File: config.mk
export PLATFORM = sky130hd
export DESIGN_NAME = ddsp_ctrl
export DESIGN_NICKNAME = d
export VERILOG_FILES = /design/src/sv/ddsp_pkg.sv /design/src/sv/ddsp_ctrl.sv
export VERILOG_INCLUDE_DIRS = /design/src /design/src/sv
export SDC_FILE = /design/constraint.sdc
export NUM_CORES = 1
export LEC_CHECK = 0
export ABC_AREA = 1
export BUFFER_PORTS_ARGS = -buffer_cell sky130_fd_sc_hd__buf_2
export CORE_MARGIN = 5
export CORE_UTILIZATION = 50
export DETAILED_ROUTE_END_ITERATION = 8
export GPL_ROUTABILITY_DRIVEN = 0
export GPL_TIMING_DRIVEN = 0
export PLACE_DENSITY = 0.74
export RECOVER_POWER = 25
export SYNTH_ARGS = -nofsm -noshare
export SYNTH_HDL_FRONTEND = slang
export SYNTH_SLANG_ARGS = --single-unit
File: constraint.sdc
create_clock -name clk -period 2.5 [get_ports clk]
set_clock_uncertainty 0.2 [all_clocks]
set_input_delay 0.125 -clock clk [delete_from_list [all_inputs] [get_ports clk]]
set_output_delay 0.125 -clock clk [all_outputs]
set_load 0.05 [all_outputs]
File: src/sv/dense_dijkstra_shortest_path_top_defines.svh
// Assertion macros shared by the shortest-path block.
`ifndef DENSE_DIJKSTRA_SHORTEST_PATH_TOP_DEFINES_SVH
`define DENSE_DIJKSTRA_SHORTEST_PATH_TOP_DEFINES_SVH
// Implication checked on every edge outside reset.
`define DD_ASSERT_IMP(label, clk, rst, a, c, msg) \
  label: assert property (@(posedge clk) disable iff (rst) (a) |-> (c)) else $error(msg);
// Implication checked in the cycle after the antecedent.
`define DD_ASSERT_NEXT(label, clk, rst, a, c, msg) \
  label: assert property (@(posedge clk) disable iff (rst) (a) |=> (c)) else $error(msg);
`endif

File: src/sv/ddsp_pkg.sv
// ----------------------------------------------------------------------------
// ddsp_pkg
// Types and constants shared by the shortest-path controller and datapath.
// ----------------------------------------------------------------------------
package ddsp_pkg;
  localparam int MAX_NODES  = 64;
  localparam int COST_WIDTH = 16;
  localparam int DIST_W = 22;
  localparam logic [DIST_W-1:0] DIST_MAX = '1;
  localparam logic OP_LOAD = 1'b0;
  localparam logic OP_RUN  = 1'b1;
  localparam logic [0:0] REG_NODE_COUNT = 1'b0;

  typedef enum logic [3:0] {
    ST_CLEAR, ST_IDLE, ST_INIT, ST_SCAN, ST_PICK, ST_RELAX, ST_RWAIT, ST_EMIT, ST_EWAIT
  } state_t;

  // Commands from controller to datapath.
  typedef struct packed {
    logic clear;      // clear one arc present bit of the clearing pass
    logic init;       // clear one node of the per-run arrays
    logic set_src;    // mark the source reachable
    logic scan;       // test node at index for minimum
    logic scan_start; // clear the running minimum
    logic settle;     // settle the chosen node
    logic rd;         // issue memory reads at index
    logic relax;      // relax the arc read in the previous cycle
    logic emit_rd;    // read result fields at index
  } cmd_t;

  // Status from datapath to controller.
  typedef struct packed {
    logic found;
    logic clear_done;
  } status_t;
endpackage

File: src/sv/ddsp_ctrl.sv
// ----------------------------------------------------------------------------
// ddsp_ctrl
// Sequencer for the clearing pass, initialisation, selection, relaxation and result transfer.
// ----------------------------------------------------------------------------
`include "dense_dijkstra_shortest_path_top_defines.svh"
module ddsp_ctrl (
  input  logic              clk,
  input  logic              rst,
  input  logic              in_valid,
  output logic              in_stall,
  input  logic              op,
  input  logic [5:0]        source_node,
  input  logic [6:0]        n_use,
  output ddsp_pkg::cmd_t    cmd,
  input  ddsp_pkg::status_t status,
  output logic [5:0]        idx,
  output logic [5:0]        src,
  output logic              load_we,
  output logic              out_valid,
  input  logic              out_stall,
  output logic [5:0]        node,
  output logic              last
);
  import ddsp_pkg::*;
  state_t state, state_next;
  logic [6:0] cnt, cnt_next, n, n_next;
  logic [5:0] src_next;
  logic [6:0] rounds, rounds_next;
  logic ov_next, hold;

  assign idx = cnt[5:0];
  assign in_stall = (state != ST_IDLE);
  assign load_we = in_valid && !in_stall && op == OP_LOAD;
  assign hold = out_valid && out_stall;

  always_ff @(posedge clk) begin
    if (rst) begin
      state <= ST_CLEAR;
      out_valid <= 1'b0;
    end else begin
      state <= state_next;
      out_valid <= ov_next;
    end
    cnt <= cnt_next;
    n <= n_next;
    src <= src_next;
    rounds <= rounds_next;
    if (cmd.emit_rd) begin
      node <= cnt[5:0];
      last <= (cnt + 7'd1 == n);
    end
  end

  always_comb begin
    state_next = state;
    cnt_next = cnt;
    n_next = n;
    src_next = src;
    rounds_next = rounds;
    ov_next = out_valid && out_stall;
    cmd = '0;
    case (state)
      ST_CLEAR: begin
        cmd.clear = 1'b1;
        if (status.clear_done) state_next = ST_IDLE;
      end
      ST_IDLE: begin
        if (in_valid && op == OP_RUN) begin
          n_next = n_use;
          src_next = source_node;
          cnt_next = '0;
          state_next = ST_INIT;
        end
      end
      ST_INIT: begin
        cmd.init = 1'b1;
        cnt_next = cnt + 7'd1;
        if (cnt + 7'd1 == n) begin
          cnt_next = '0;
          rounds_next = '0;
          cmd.scan_start = 1'b1;
          if ({1'b0, src} < n) begin
            cmd.set_src = 1'b1;
            state_next = ST_SCAN;
          end else begin
            state_next = ST_EMIT;
          end
        end
      end
      // Reads are issued for n nodes; the final step at cnt == n issues none and lets the last compare land.
      ST_SCAN: begin
        cmd.scan = (cnt != n);
        cnt_next = cnt + 7'd1;
        if (cnt == n) state_next = ST_PICK;
      end
      ST_PICK: begin
        cnt_next = '0;
        if (status.found) begin
          cmd.settle = 1'b1;
          state_next = ST_RELAX;
        end else begin
          state_next = ST_EMIT;
        end
      end
      ST_RELAX: begin
        cmd.rd = 1'b1;
        cmd.relax = (cnt != 7'd0);
        cnt_next = cnt + 7'd1;
        if (cnt + 7'd1 == n) state_next = ST_RWAIT;
      end
      ST_RWAIT: begin
        cmd.relax = 1'b1;
        cnt_next = '0;
        cmd.scan_start = 1'b1;
        rounds_next = rounds + 7'd1;
        state_next = (rounds + 7'd1 == n) ? ST_EMIT : ST_SCAN;
      end
      ST_EMIT: begin
        if (!hold) begin
          cmd.emit_rd = 1'b1;
          ov_next = 1'b1;
          cnt_next = cnt + 7'd1;
          state_next = (cnt + 7'd1 == n) ? ST_EWAIT : ST_EMIT;
        end
      end
      ST_EWAIT: begin
        if (!hold) state_next = ST_IDLE;
      end
      default: state_next = ST_IDLE;
    endcase
  end

  `DD_ASSERT_IMP(a_no_accept_busy, clk, rst, state != ST_IDLE, in_stall, "accepted while busy")
  `DD_ASSERT_NEXT(a_hold_out, clk, rst, out_valid && out_stall, out_valid && $stable(node), "result dropped")
  `DD_ASSERT_IMP(a_emit_free, clk, rst, cmd.emit_rd, !(out_valid && out_stall), "result overwritten")
endmodule

Word level (Yosys, flattened, before mapping):

Index checks and enable logic that the tools add are counted.

* word-level logic and storage cells: 79
* flip-flop bits (word level): 39

* bitwise logic cells: 1
* order comparisons: 1
* equality and inequality tests: 20
* add/sub/neg operators: 2
* reduce and logical (&&, ||, !) cells: 15
* muxes and demuxes: 32

Operators with widths (count)
* case mux 4 bit (9 select lines): 1
* case mux 7 bit (5 select lines): 1
* 2-to-1 mux 4 bit: 8
* 2-to-1 mux 7 bit: 4
* == test 7 bit: 3
* == test 4 x 3 -> 1 bit (second input constant): 4
* adder 7 x 1 -> 7 bit (second input constant): 2
* inequality test 2 bit (second input constant): 7
* case mux 7 bit (2 select lines): 1
* 2-to-1 mux 1 bit: 11
* == test 4 x 2 -> 1 bit (second input constant): 2
* less-than comparator 6 x 7 -> 1 bit: 1
* inequality test 7 bit: 1
* AND reduction 7 bit: 1
* nonzero test 7 bit: 1
* 2-to-1 mux 3 bit: 2
* nonzero test 5 bit: 1
* == test 4 x 1 -> 1 bit (second input constant): 1
* == test 4 bit (second input constant): 1
* logical AND 1 bit: 4
* logical NOT 4 bit: 1
* 2-to-1 mux 2 bit: 2
* inequality test 4 x 1 -> 1 bit (second input constant): 1
* case mux 1 bit (2 select lines): 2
* 6 further kinds: 8

Depth between registers and ports, before layout:

* word-level depth: 5
* depth in mapped cells: 14

Least setup slack after synthesis:

No wires, ideal clock.

* path kind: flip-flop to flip-flop
* start: reg state[1]
* end: reg n[0] (enable)
* path buffers: 0
* period minus slack after synthesis: 2531 ps
* stages on the path, launching flop included: 6
* arrival time: 1932 ps
* library setup time: 400 ps
* setup slack: -31 ps
* path through: dfxtp_1 > inv_1 > nand2_1 > nor2_1 > inv_1 > nor3_1

* longest elaborated chain between the ends: 2

RTL lines
* from (decl): line ddsp_ctrl.sv:25 `state_t state, state_next;`
* from (signal assigned): line ddsp_ctrl.sv:41 `state <= state_next;`
* == test 4 x 1 -> 1 bit: line ddsp_ctrl.sv:62 `case (state)`
* AND reduction 2 bit (no line)
* to (signal assigned): line ddsp_ctrl.sv:45 `n <= n_next;`
* to (decl): line ddsp_ctrl.sv:26 `logic [6:0] cnt, cnt_next, n, n_next;`

No other way between the ends.
A chain may end at the register's enable or synchronous reset.

==> reports/results.tsv <==
metric	value	unit
fill_cells	381	
clock-root-buffer	clkbuf_8	
fmaxAchievable	411	MHz
hold_start	status[1]	
slew_violations	0	
cts.sinks	39	
arrival	2.11	ns
critPathKind	register to output port	
synth_area_per_cell	8.08	um2
crit_path_end_kind	output port	
io-pin-count	51	
synth.most_common_cell	nand2_1	
layoutNonFillerInstCount	430	
htreeDepth	2	
synth.distinct_cells	31	
rsz0062_at_grt	yes	
syn_to_final_growth	30.4	%
async_reset_ff_share	0	%
grt_remaining_overflow	0	
dpl_worst_slack	-0.0985	ns
slew_headroom	29.5	%
drc	0	
track_usage	19.2	%
first_pass_iters	4	
grt_pass1_wl	9320	um
syn-cell-area	0.00237	mm2
vias	2218	
hpwlAfterDp	4220	um
clkTransAtPathRegs	0.07	ns
cts_buffer_depth	2	
regArea	0.00112	mm2
synthTopCellsByArea	edfxtp_1 43%, nand2_1 14%, inv_1 5.5%, nand3_1 5.5%, nor2_1 5.4%	
status	finished, final reports clean	
synth_top_area_share	43.1	%
numCtsBuffers	5	
drive_gt1_share	26.6	%
power.static_leakage	1.50	nW
fp.dieH	78.8	um
synth.net_count	321	
setup-tns-final	0	ns
core_area	0.00466	mm2
r2r-end	rounds[2]	
die_width	78.8	um
worst_pin_slew	1.05	ns
multi_input_area	0.00110	mm2
rr_worst_depth	12	
worst_slack	0.0661	ns
routed_via_density	5.16	
hold_depth	6	
netlist_instances	293	
start_kind	register	
path_max_fanout	4	
cts_tree	yes	
max-vdd-ir-drop	632	uV
r2r_setup_slack	0.16	ns
grt_max_degree	14	
yosysSeqAreaShare	47.3	%
ys_seq_elements	39	
required	2.17	ns
drtIter0Drc	254	
dp_cells	397	
grt_pass1_vias	2098	
rows	25	
antenna_found_initial	0	
drtAntennaViolNets	0	
worstHoldPathType	input pin to register	
drt-total-wl	5610	um
fin_nets	403	
finalSetupViolations	0	
yosysWarnings	0	
die_area	0.00621	mm2
fin_crit_sh	97.4	%
timing.rr.start	cnt[0]	
post-synth-top-area-cell	edfxtp_1	
clk_latency	0.29	ns
synth_edf_count	34	
initial_core_util	50.8	%
fin_crit	2.43	ns
wl_per_cell	13.1	um
antenna_cells	0	
synthFlopType	edfxtp_1	
power_density	984	mW/mm2
drv_cap	0	
synth_common_cells	87 x nand2_1, 35 x inv_1, 34 x edfxtp_1, 34 x nor2_1, 26 x nand3_1	
hold_end	state[1]	
final_hold_viol_count	0	
numPortBuffers	50	
[power breakdown]
part           internal, mW  switching, mW
Sequential            0.863          0.147
Combinational         0.530          0.996
Clock                 0.292          0.212
[repair_timing]
action / 4_1_cts / 5_1_grt
hold buffers: 15 / 0
pin swaps: 1 / 7
resized for setup: 7 / 9
endpoints found under the hold margin: 18 / 0
setup buffers: 4 / 6
setup endpoints to repair: 10 / 10
[worst max-delay path, cell delays in order (launching register included)]
cell	delay, ns
edfxtp_1	0.43
inv_2	0.09
ha_4	0.27
inv_2	0.03
nand2_1	0.04
nand2_1	0.05
nor2_1	0.11
nand3_1	0.11
nor2_2	0.16
nand3_4	0.11
inv_4	0.08
nand2_4	0.05
nor2_4	0.13
buf_8	0.15
[cell families (layout without fill, tap and decap cells)]
family | after synthesis | count (layout) | share of synthesized area (%)
buffers and inverters | 47 | 130 | 8.40
and+or+nand+nor | 170 | 170 | 31.9
DFF | 39 | 39 | 47.3
xor gates and xnor gates | 4 | 4 | 1.48
adders and majority gates | 8 | 8 | 4.23
AOI/OAI and AO/OA | 25 | 25 | 6.71
[cell usage in the layout, fill, tap and decap left out, types with 2 or more instances in the layout]
cell type,count
nor2_2,2
buf_2,48
o21ai_0,5
nand2_2,4
clkinv_1,2
nand4_1,2
inv_2,4
clkbuf_1,2
nor3_2,2
nor2_1,32
buf_4,16
inv_1,33
nand2_1,86
a21oi_4,2
nor3_1,6
clkbuf_8,5
xor2_1,3
edfxtp_1,34
a21oi_1,13
dlygate4sd3_1,15
or2_2,2
nand3_1,26
dfxtp_1,5
ha_1,6
nor2_4,3
[cell type report]
type	instances	share of cell area (%)
clock inverter	3	1.26
clock buffer	5	2.23
multi-input combinational	207	35.6
buffer	8	1.70
sequential	39	36.3
timing repair buffer	75	15.9
tap	54	2.19
inverter	39	4.82
[layer usage]
layer / GRT usage, % / wire length [um] / share of wire, % / up-vias
met2: 32.1 / 2740 / 49 / 74
met1: 23.4 / 2300 / 41 / 1003
met5: 0 / 0 / 0 / -
met4: 8.08 / 131 / 2.3 / 0
li1: - / - / - / 1127
met3: 5.10 / 438 / 7.8 / 14
[worst max path at each step]
stage / cells after the start / from / to
floorplan: 5 / state[3] / last
global placement: 12 / cnt[0] / rounds[3]
detailed placement: 9 / cnt[1] / rounds[3]
CTS: 13 / cnt[0] / cmd[6]
global route: 13 / cnt[0] / cmd[6]
finish: 13 / cnt[0] / cmd[6]
[registers in the layout, indices dropped and copies added, names as in the netlist]
signal and cells:
rounds 7, n 7, last 1, src 6, out_valid 1, cnt 7, state 4, node 6
[through the flow]
step	util [%]	power, mW	instance area [um2]	hold slack (ns)
2_1_floorplan	-	2.08	2380	-0.00593
3_3_place_gp	57.8	2.34	2690	0.101
3_5_place_dp	57.8	2.37	2690	0.104
4_1_cts	64.5	2.94	3000	0.143
5_1_grt	66.3	3.27	3090	0.171
6_report	66.3	3.04	3090	0.135
Power figures use the tool's default switching activity.
